==> src/sv/tqpr_pkg.sv <==
// ----------------------------------------------------------------------------
// tqpr_pkg: shared types and codes for the two-queue page replacement block
// Holds the list codes, controller states and the command and status structs.
// ----------------------------------------------------------------------------
package tqpr_pkg;

   localparam logic [1:0] FOUND_NEW   = 2'd0;
   localparam logic [1:0] FOUND_IN    = 2'd1;
   localparam logic [1:0] FOUND_GHOST = 2'd2;
   localparam logic [1:0] FOUND_MAIN  = 2'd3;

   localparam logic [1:0] REG_INPUT_LIMIT = 2'd0;
   localparam logic [1:0] REG_GHOST_LIMIT = 2'd1;
   localparam logic [1:0] REG_MAIN_LIMIT  = 2'd2;

   typedef enum logic [1:0] {
      ST_IDLE,
      ST_UPDATE,
      ST_OUTPUT
   } state_type;

   typedef struct packed {
      logic load;
      logic update;
   } cmd_type;

   typedef struct packed {
      logic dummy;
   } status_type;

endpackage

==> src/sv/tqpr_ctrl.sv <==
// ----------------------------------------------------------------------------
// tqpr_ctrl: request sequencer
// Accepts a word, runs the list update, then offers the result word.
// ----------------------------------------------------------------------------
module tqpr_ctrl
   import tqpr_pkg::*;
(
   input  logic    clock,
   input  logic    reset,
   input  logic    req_valid,
   output logic    req_stall,
   output logic    rsp_valid,
   input  logic    rsp_stall,
   output cmd_type cmd
);

   state_type state_ff, state_in;

   always_ff @(posedge clock) begin
      if (reset) begin
         state_ff <= ST_IDLE;
      end else begin
         state_ff <= state_in;
      end
   end

   always_comb begin
      state_in = state_ff;
      unique case (state_ff)
         ST_IDLE: begin
            if (req_valid) state_in = ST_UPDATE;
         end
         ST_UPDATE: state_in = ST_OUTPUT;
         ST_OUTPUT: begin
            if (!rsp_stall) state_in = ST_IDLE;
         end
         default: state_in = ST_IDLE;
      endcase
   end

   always_comb begin
      req_stall  = (state_ff != ST_IDLE);
      rsp_valid  = (state_ff == ST_OUTPUT);
      cmd.load   = (state_ff == ST_IDLE) && req_valid;
      cmd.update = (state_ff == ST_UPDATE);
   end

`ifndef ASSERT_OFF
   a_load_idle: assert property (@(posedge clock) disable iff (reset)
      cmd.load |=> state_ff == ST_UPDATE) else $error("load did not advance");
   a_upd_out: assert property (@(posedge clock) disable iff (reset)
      cmd.update |=> rsp_valid) else $error("update gave no result");
   a_excl: assert property (@(posedge clock) disable iff (reset)
      !(rsp_valid && !req_stall)) else $error("result while open");
`endif

endmodule

==> config.mk <==
export PLATFORM = sky130hd
export DESIGN_NAME = tqpr_ctrl
export DESIGN_NICKNAME = d
export VERILOG_FILES = /design/src/sv/tqpr_pkg.sv /design/src/sv/tqpr_ctrl.sv
export SDC_FILE = /design/constraint.sdc
export NUM_CORES = 1
export LEC_CHECK = 0
export BUFFER_PORTS_ARGS = -buffer_cell sky130_fd_sc_hd__buf_2
export CORE_AREA = 8 8 45 47
export DETAILED_ROUTE_END_ITERATION = 12
export DIE_AREA = 0 0 53 55
export PLACE_DENSITY = 0.38
export RECOVER_POWER = 100
export SYNTH_ARGS = -nofsm -noshare
export SYNTH_HDL_FRONTEND = slang
export SYNTH_SLANG_ARGS = --single-unit
==> constraint.sdc <==
create_clock -name clock -period 0.9 [get_ports clock]
set_clock_uncertainty 0.1 [all_clocks]
set_input_delay 0.18 -clock clock [delete_from_list [all_inputs] [get_ports clock]]
set_output_delay 0.18 -clock clock [all_outputs]
set_load 0.02 [all_outputs]
# After elaboration in Yosys (flattened, before gate mapping)
# Index checks and enable logic that the tools add are counted.
# op_classes
reduce_logical	4
mux	3
n_eq_ne	4
# op_table
op	n
$pmux 2 s3	1
$mux 2	2
$ne 2x2->1 const B	2
$eq 2x1->1 const B	1
$eq 2x2->1 const B	1
$logic_not 2->1	1
$reduce_and 2->1	1
$reduce_bool 2->1	1
$logic_and 1x1->1	1
# word_totals
register_bits	2
in_bits	4
elab_cells	12

# Logic depth before layout (Yosys ltp)
# Gate-level depths: netlist (run 1).
# logic_depth
word_depth	3
depth_mapped	3
ltp_nobuf	2

# Worst setup path before layout (run 1)
# No wires, ideal clock.
# synth_timing
kind	register to register
start	register state_ff[0]
end	register state_ff[0]
setup_time_ns	0.058
slack_ns	-0.144
stages_incl_launch_ff	3
t_arrival_ns	0.885
cell_sequence	dfxtp_1 nor3b_2 and2b_2
# synth_between
elab_chain_cells	3
# synth_lines
item	line	source
start: declaration	tqpr_ctrl.sv:17	state_type state_ff, state_in;
start signal: assignment	tqpr_ctrl.sv:23	state_ff <= state_in;
$eq 2x2->1 / $logic_not 2->1 (equally long branches)	tqpr_ctrl.sv:29	unique case (state_ff)
$ne 2x2->1 (no line)	--	
$reduce_and 2->1 (no line)	--	
# Several ways; a longest one is shown, not always the timed one.
# A chain may end at the register's enable or synchronous reset.

# Final worst setup path (run 1)
# layout_timing
start	register state_ff[0]
end	output rsp_valid
# layout_between
elab_chain_cells	1
# layout_lines
item	line	source
$eq 2x2->1	tqpr_ctrl.sv:43	rsp_valid = (state_ff == ST_OUTPUT);
end: declaration	tqpr_ctrl.sv:12	output logic rsp_valid,
# Every way passes these cells.

==> results.py, run 1 <==
metrics = {
    "global_routing": {
        "grt_pass1_vias": 124,
        "antenna_found_initial": 0,
        "grt_max_degree": 6,
        "grt_pass1_wl_um": 524,
        "gr-usage-all-layers_pct": 3.06,
        "grt-ovfl-total": 0,
    },
    "floorplanning": {
        "die_y_um": 55,
        "io_pins": 8,
        "die_area_um2": 2920,
        "row_count": 14,
        "start_util_pct": 7.69,
        "fp.dieW_um": 53,
        "coreArea_um2": 1380,
    },
    "layout": {
        "fillers": 162,
        "syn2layout_area_growth_pct": 116,
        "utilization_pct": 16.6,
        "final_nets": 27,
        "largest_reg_flops": 2,
        "n_antenna_cell": 0,
        "top_register": "state_ff",
        "layout.cells.non_filler": 37,
        "drive_gt1_share_pct": 90.5,
        "reg.largest.list": "state_ff x2",
    },
    "clock_tree": {
        "clockBufferDepth": 2,
        "cts-root-buf": "clkbuf_4",
        "cts_setup_buffers": 0,
        "holdBufCountCts": 0,
        "cts-htree-levels": 1,
        "clk_pin_slew_ps": 30,
        "numCtsBuffers": 3,
        "cts_sinks": 2,
        "cts_tree": "done",
        "clock_latency_ps": 220,
    },
    "run_status": {
        "outcome": "finished, violations left",
        "failed_checks": "setup timing",
    },
    "synthesis": {
        "ys_types": 9,
        "synth_area_um2": 106,
        "ys_warn_count": 0,
        "synth_top_area_cell": "dfxtp_1",
        "synth_fp_nets": 15,
        "synthFlopType": "dfxtp_1",
        "synthCells": 11,
        "synth-edff-count": 0,
        "ys_seq_area_share_pct": 37.6,
        "yosys.area.top_type_share_pct": 37.6,
        "ys_async_sr_fraction_pct": 0,
        "netlist_top_cells_count": "2 x and2b_2, 2 x dfxtp_1",
        "synth_top_cells_by_area": "dfxtp_1 38%, and2b_2 16%, nor3b_2 12%",
        "synth.avg_cell_area_um2": 9.67,
        "ys_ff_latch": 2,
    },
    "pwr": {
        "ir_worst_vdd_uv": 465,
        "p_leak_nw": 0.107,
        "p_per_area_nw_per_um2": 1700,
    },
    "route": {
        "route.detailed.drc": 0,
        "ant_nets": 0,
        "drt-pass1-iter-count": 1,
        "routed-via-count": 105,
        "drtIter0Drc": 0,
        "routed_wl_um": 341,
        "routedWlPerCell_um": 9.22,
        "avgViaCountPerCell": 2.84,
    },
    "critical_path": {
        "cp.required_ps": 620,
        "worstPathMaxFanout": 5,
        "crit_type": "reg2out",
        "start_kind": "flip-flop",
        "cp.arrival_ps": 940,
        "critPathCaptureType": "output port",
    },
    "sta": {
        "setup_viol": 4,
        "tightest_slew_ps": 173,
        "min_period_ps": 1220,
        "rsz0062_at_grt": "yes",
        "fmax_mhz": 817,
        "slew_headroom_pct": 88.4,
        "setup_ws_ps": -324,
        "finalMaxSlewViolations": 0,
        "hold_violations": 0,
        "finalCritPeriodShare_pct": 136,
    },
    "flow_run": {
        "maxCapViolCount": 0,
    },
    "placed_design": {
        "gp_congestion": 0.553,
        "hpwlAfterDp_um": 269,
        "portBuffers": 7,
        "dp.cells": 34,
    },
    "min_path": {
        "hold_class": "in2reg",
    },
}
## critical path, stage by stage (launching register included)
cell and delay, ps:
dfxtp_4 370, and2b_2 220, buf_6 130
## metal layers
metal  up-vias  part of all wire (%)  track usage (%)
met2         7                    35             2.93
met1        42                    39             2.27
li1         56                     -                -
met3         0                    25             5.35
met5         -                     0                0
met4         0                     0             2.59
## worst paths after layout
| check | start | end | slack [ps] | depth (start not counted) |
|---|---|---|---|---|
| max | state_ff[0]$_SDFFE_PP0P_ | rsp_valid | -320 | 2 |
| max reg2reg | state_ff[1]$_SDFFE_PP0P_ | state_ff[1]$_SDFFE_PP0P_ | 20 | 3 |
| min reg2reg | state_ff[1]$_SDFFE_PP0P_ | state_ff[1]$_SDFFE_PP0P_ | 440 | 2 |
| min | reset | state_ff[1]$_SDFFE_PP0P_ | 30 | 2 |
## stage by stage
step | TNS, ps | hold slack, ps | power, mW | area, um^2 | setup WS, ps
6_report | -1240 | 27.6 | 0.390 | 230 | -324
4_1_cts | -1300 | 8.98 | 0.398 | 219 | -325
2_1_floorplan | -184 | 142 | 0.149 | 114 | -63.7
5_1_grt | -1440 | 18.6 | 0.425 | 230 | -364
3_3_place_gp | -447 | 246 | 0.171 | 169 | -162
3_5_place_dp | -526 | 246 | 0.173 | 169 | -172
## repair_timing
action / in CTS / in global routing
resized for setup: 10 / 2
hold endpoints to repair: 0 / 0
pin swaps: 1 / 0
endpoints found under the setup margin: 5 / 6
## cell type report
type / count / area [um^2] / share of cell area, %
Inverter: 1 / 3.75 / 1.63
Multi-Input combinational cell: 7 / 75.1 / 32.6
Timing Repair Buffer: 8 / 63.8 / 27.7
Clock buffer: 3 / 22.5 / 9.78
Tap cell: 16 / 20.0 / 8.70
Sequential cell: 2 / 45.0 / 19.6
## kinds of logic after synthesis
family | count (synthesis) | synth area share (%)
simple gates | 6 | 47.1
compound gates | 1 | 4.70
buf+inv | 2 | 10.6
flops | 2 | 37.6
## layout by cell type (no fill, tap or decap)
cell	count
a21oi_2	1
and2b_2	2
buf_2	3
buf_4	2
buf_6	3
clkbuf_4	3
dfxtp_2	1
dfxtp_4	1
inv_1	1
nand2b_4	1
nand3b_1	1
nor3b_4	1
or2_4	1
## report_power, final
part	leakage, nW	total [mW]	switching [mW]	internal [mW]
registers	0.0175	0.105	0.00999	0.0948
clock network	0.0138	0.194	0.0472	0.147
logic	0.0759	0.0917	0.0372	0.0546
total	0.107	0.390	0.0943	0.296
No activity file was read; power rests on OpenSTA's default activity.
==> run 2, diff against run 1 <==
--- a/config.mk
+++ b/config.mk
@@ -11,6 +11,7 @@
 export DIE_AREA = 0 0 53 55
 export PLACE_DENSITY = 0.38
 export RECOVER_POWER = 100
+export REMOVE_ABC_BUFFERS = 1
 export SYNTH_ARGS = -nofsm -noshare
 export SYNTH_HDL_FRONTEND = slang
 export SYNTH_SLANG_ARGS = --single-unit
==> constraint.sdc (replaced) <==
create_clock -name clock -period 0.9 [get_ports clock]
set_clock_uncertainty 0.1 [all_clocks]
set_input_delay 0.045 -clock clock [delete_from_list [all_inputs] [get_ports clock]]
set_output_delay 0.045 -clock clock [all_outputs]
set_load 0.02 [all_outputs]
==> run 2 against run 1 <==
  * The flow still finishes with violations (setup timing)
  * Setup slack better by 140 ps
  * Non-clock buffer count up 1
  * Cell area up 1.6%
  * Sequential cell count unchanged
  * Worst hold slack better by 160 ps
  * Die area unchanged
  * Sequential power down 4%
  * Cell count up 2.7%
  * Core utilization up 0.27 points
  * Sequential share of layout area up 0.76 points
  * Critical path type unchanged
  * Largest power group unchanged
==> results.py, run 2 (synthesis gave the netlist of run 1 again) <==
metrics = {
    "run_status": {
        "outcome": "finished, violations left",
        "failed_checks": "setup timing",
    },
    "layout": {
        "final_cell_mix": "3 x clkbuf_4, 3 x buf_2, 3 x buf_6",
        "final_nets": 28,
        "reg.largest.list": "state_ff x2",
        "syn2layout_area_growth_pct": 120,
        "drive_gt1_share_pct": 72.7,
        "top_register": "state_ff",
        "n_antenna_cell": 0,
        "largest_reg_flops": 2,
        "final_area_um2": 234,
    },
    "floorplanning": {
        "start_util_pct": 7.69,
        "coreArea_um2": 1380,
        "die_area_um2": 2920,
        "row_count": 14,
        "fp.dieW_um": 53,
        "io_pins": 8,
        "die_y_um": 55,
    },
    "critical_path": {
        "reg2reg_from": "state_ff[1]$_SDFFE_PP0P_",
        "start_kind": "flip-flop",
        "crit_type": "reg2out",
        "r2r_end": "state_ff[0]$_SDFFE_PP0P_",
        "reg2regPathDepth": 2,
        "worstPathMaxFanout": 5,
        "cp.required_ps": 750,
        "rrSetupSlack_ps": 10,
        "critPathCaptureType": "output port",
        "startpoint": "state_ff[1]$_SDFFE_PP0P_",
        "setup.worst_path.end": "req_stall",
        "cp.arrival_ps": 940,
    },
    "clock_tree": {
        "cts_tree": "done",
        "clockBufferDepth": 2,
        "cts-root-buf": "clkbuf_4",
        "numCtsBuffers": 3,
        "cts-htree-levels": 1,
        "clock_latency_ps": 220,
        "clk_pin_slew_ps": 30,
        "cts_sinks": 2,
        "cts_setup_buffers": 0,
    },
    "route": {
        "route.detailed.drc": 0,
        "ant_nets": 0,
        "avgViaCountPerCell": 2.71,
        "routedWlPerCell_um": 8.24,
        "drt-pass1-iter-count": 3,
        "routed-via-count": 103,
        "routed_wl_um": 313,
        "drtIter0Drc": 3,
    },
    "sta": {
        "setup_tns_ps": -713,
        "min_period_ps": 1090,
        "hold_violations": 0,
        "slew_headroom_pct": 87.6,
        "tightest_slew_ps": 186,
        "setup_viol": 4,
        "finalMaxSlewViolations": 0,
        "fmax_mhz": 919,
        "finalCritPeriodShare_pct": 121,
        "rsz0062_at_grt": "yes",
        "whs_ps": 188,
        "setup_ws_ps": -189,
    },
    "pwr": {
        "power_uw": 387,
        "p_leak_nw": 0.109,
        "clock_power_share_pct": 50.8,
        "comb_power_share_pct": 23.0,
        "switchingPower_uw": 93.6,
        "p_per_area_nw_per_um2": 1650,
        "ir_worst_vdd_uv": 472,
        "power_frac_seq_pct": 26.2,
        "internal_power_uw": 293,
        "p_sw_share_pct": 24.2,
    },
    "placed_design": {
        "hpwlAfterDp_um": 235,
        "post_dp_cell_area_um2": 154,
        "gp_congestion": 0.584,
        "portBuffers": 7,
    },
    "global_routing": {
        "gr-usage-all-layers_pct": 2.73,
        "grt-ovfl-total": 0,
        "antenna_found_initial": 0,
        "grt_max_degree": 6,
        "grt_pass1_vias": 126,
        "grt_pass1_wl_um": 510,
    },
    "flow_run": {
        "maxCapViolCount": 0,
    },
    "min_path": {
        "hold_class": "in2reg",
    },
}
==> run 2: final cells by class <==
cell class,instances,area [um^2]
clock buffers,3,22.5
fillers,157,1150
inverters,1,3.75
multi-input cells,7,63.8
flip-flops and latches,2,47.5
well taps,16,20.0
repair buffers,9,76.3
==> run 2: what timing repair did <==
action / CTS / global route
hold endpoints to repair: 1 / 0
hold buffers: 2 / 0
setup endpoints to repair: 4 / 5
gates resized for setup: 9 / 4
pin swaps: 1 / 1
==> run 2: stage by stage <==
stage / util, % / cells / setup slack, ps
final: 16.9 / 38 / -189
after global routing: 16.9 / 38 / -230
after CTS: 15.8 / 38 / -209
after detailed placement: 11.1 / 33 / -18.1
after global placement: 11.1 / 33 / -16.2
after floorplan: - / 10 / -144
==> run 2: power by group through the flow <==
stage	clock, mW	combinational, mW	sequential, mW
after floorplan	0	0.0382	0.101
after global placement	0	0.0608	0.102
after detailed placement	0	0.0604	0.102
after CTS	0.214	0.0838	0.102
after global routing	0.221	0.0942	0.103
final	0.196	0.0889	0.101
==> run 2: how the worst min path moves through the flow <==
stage,startpoint,end,depth (start not counted)
after floorplan,reset,state_ff[1]$_SDFFE_PP0P_,1
after global placement,reset,state_ff[1]$_SDFFE_PP0P_,2
after detailed placement,reset,state_ff[1]$_SDFFE_PP0P_,2
after CTS,req_valid,state_ff[0]$_SDFFE_PP0P_,3
after global routing,req_valid,state_ff[0]$_SDFFE_PP0P_,3
final,req_valid,state_ff[0]$_SDFFE_PP0P_,3
==> run 2: per-layer routing <==
metal | up-vias | GRT usage, % | share of wire (%)
met5 | - | 0 | 0
met2 | 7 | 2.34 | 28
met1 | 39 | 2.58 | 49
met4 | 0 | 2.59 | 0
li1 | 57 | - | -
met3 | 0 | 4.01 | 23
==> run 2: critical path: stages (launching register included) <==
cell     delay [ps]
dfxtp_4         350
or2_4           250
buf_6           130
==> run 3, diff against run 2 <==
--- a/config.mk
+++ b/config.mk
@@ -9,7 +9,7 @@
 export CORE_AREA = 8 8 45 47
 export DETAILED_ROUTE_END_ITERATION = 12
 export DIE_AREA = 0 0 53 55
-export PLACE_DENSITY = 0.38
+export PLACE_DENSITY = 0.37
 export RECOVER_POWER = 100
 export REMOVE_ABC_BUFFERS = 1
 export SYNTH_ARGS = -nofsm -noshare
==> constraint.sdc (replaced) <==
create_clock -name clock -period 1.4 [get_ports clock]
set_clock_uncertainty 0.1 [all_clocks]
set_input_delay 0.07 -clock clock [delete_from_list [all_inputs] [get_ports clock]]
set_output_delay 0.07 -clock clock [all_outputs]
set_load 0.02 [all_outputs]
==> run 3 against run 2 <==
  * The run now ends clean
  * Sequential cell count is the same
  * Total power decreased by 41%
  * Non-clock buffer count fell by 1
  * Global-route usage up 0.33 points
  * Via count up 2.9%
  * Sequential power down 36%
==> results.py, run 3 (synthesis gave the netlist of run 1 again) <==
metrics = {
    "run_status": {
        "outcome": "complete, no violations",
    },
    "floorplanning": {
        "die_area_um2": 2920,
        "io_pins": 8,
        "coreArea_um2": 1380,
        "die_y_um": 55,
        "fp.dieW_um": 53,
        "row_count": 14,
        "start_util_pct": 7.69,
    },
    "min_path": {
        "hold-path-endpoint": "state_ff[1]$_SDFFE_PP0P_",
        "holdCritStartpoint": "rsp_stall",
        "worstHoldPathCells": 3,
        "hold_class": "in2reg",
    },
    "pwr": {
        "p_leak_nw": 0.0847,
        "p_per_area_nw_per_um2": 1290,
        "ir_worst_vdd_uv": 314,
    },
    "clock_tree": {
        "cts-htree-levels": 1,
        "clk_pin_slew_ps": 30,
        "cts_resized": 0,
        "numCtsBuffers": 3,
        "clockBufferDepth": 2,
        "cts_tree": "done",
        "cts_sinks": 2,
        "cts-root-buf": "clkbuf_4",
        "clock_latency_ps": 220,
    },
    "placed_design": {
        "dp.cells": 33,
        "post_dp_cell_area_um2": 154,
        "pre_cts_ws_ps": 459,
        "portBuffers": 7,
        "gp_congestion": 0.553,
    },
    "route": {
        "avgViaCountPerCell": 2.86,
        "drt-pass1-iter-count": 1,
        "routed_wl_um": 306,
        "route.detailed.drc": 0,
        "ant_nets": 0,
        "drtIter0Drc": 0,
        "routedWlPerCell_um": 8.27,
        "routed-via-count": 106,
    },
    "sta": {
        "min_period_ps": 1190,
        "hold_violations": 0,
        "setup_tns_ps": 0,
        "rsz0062_at_grt": "no",
        "tightest_slew_ps": 262,
        "finalMaxSlewViolations": 0,
        "setup_viol": 0,
        "finalCritPeriodShare_pct": 85.0,
        "setup_ws_ps": 210,
        "slew_headroom_pct": 82.6,
        "fmax_mhz": 840,
    },
    "critical_path": {
        "critPathCaptureType": "output port",
        "cp.required_ps": 1230,
        "rrSetupSlack_ps": 490,
        "worstPathMaxFanout": 5,
        "reg2regPathDepth": 2,
        "reg2reg_from": "state_ff[0]$_SDFFE_PP0P_",
        "crit_type": "reg2out",
        "start_kind": "flip-flop",
        "cp.arrival_ps": 1020,
        "r2r_end": "state_ff[0]$_SDFFE_PP0P_",
    },
    "layout": {
        "final_nets": 27,
        "top_register": "state_ff",
        "final_area_um2": 178,
        "layout_commonest_cell": "buf_2",
        "n_antenna_cell": 0,
        "utilization_pct": 12.8,
        "drive_gt1_share_pct": 47.6,
        "layout.cells.non_filler": 37,
        "largest_reg_flops": 2,
        "reg.largest.list": "state_ff x2",
        "final_cell_mix": "4 x buf_2, 3 x clkbuf_4, 3 x clkbuf_1",
        "syn2layout_area_growth_pct": 67.1,
    },
    "global_routing": {
        "grt_pass1_vias": 129,
        "grt-ovfl-total": 0,
        "grt_pass1_wl_um": 545,
        "antenna_found_initial": 0,
        "gr-usage-all-layers_pct": 3.06,
        "grt_max_degree": 6,
    },
    "flow_run": {
        "maxCapViolCount": 0,
    },
}
==> run 3: cell count changes in the layout (fill, tap and decap cells not counted), moves of 2 or more <==
cell,previous run,this run
buf_6,3,0
clkbuf_1,0,3
dfxtp_1,0,2
dfxtp_4,2,0
==> run 3: worst max-delay path by stage <==
stage	start	end	slack, ps	cells after the start
4_1_cts	state_ff[0]$_SDFFE_PP0P_	req_stall	210	2
2_1_floorplan	state_ff[0]$_SDFFE_PP0P_	state_ff[0]$_SDFFE_PP0P_	360	2
6_report	state_ff[0]$_SDFFE_PP0P_	cmd[1]	210	2
3_3_place_gp	state_ff[0]$_SDFFE_PP0P_	req_stall	470	2
3_5_place_dp	state_ff[0]$_SDFFE_PP0P_	req_stall	460	2
5_1_grt	state_ff[0]$_SDFFE_PP0P_	cmd[1]	100	2
==> run 3: routing by layer <==
metal / track usage, % / vias up / wire length, um
li1: - / 56 / -
met1: 1.82 / 43 / 129
met2: 3.32 / 7 / 85
met3: 5.61 / 0 / 91
met4: 2.59 / 0 / 0
met5: 0 / - / 0
==> run 3: cell type report <==
cell class	instances	area, um^2
fill	162	1210
clock buffer	3	22.5
inverter	1	3.75
multi-input combinational	7	50.0
sequential	2	40.0
tap	16	20.0
timing repair buffer	8	41.3
==> run 3: repair_timing <==
| item | 4_1_cts | 5_1_grt |
|---|---|---|
| hold endpoints to repair | 1 | 0 |
| buffers inserted | 0 | 0 |
| hold buffers | 1 | 0 |
==> run 3: where the power goes <==
part / leakage [nW] / internal [mW] / total (mW) / switching (mW)
clock network: 0.0138 / 0.0945 / 0.126 / 0.0318
registers: 0.0165 / 0.0610 / 0.0643 / 0.00326
logic: 0.0544 / 0.0169 / 0.0380 / 0.0211
==> run 3: stage by stage <==
step	power [mW]	hold WS, ps
after floorplan	0.0894	39.1
after global placement	0.103	140
after detailed placement	0.105	152
after CTS	0.241	14.8
after global routing	0.252	34.9
final	0.229	21.5
==> run 3: critical path: stages, from the launching register on <==
cell and delay [ps]:
dfxtp_1 320, nor3b_1 260, buf_2 220
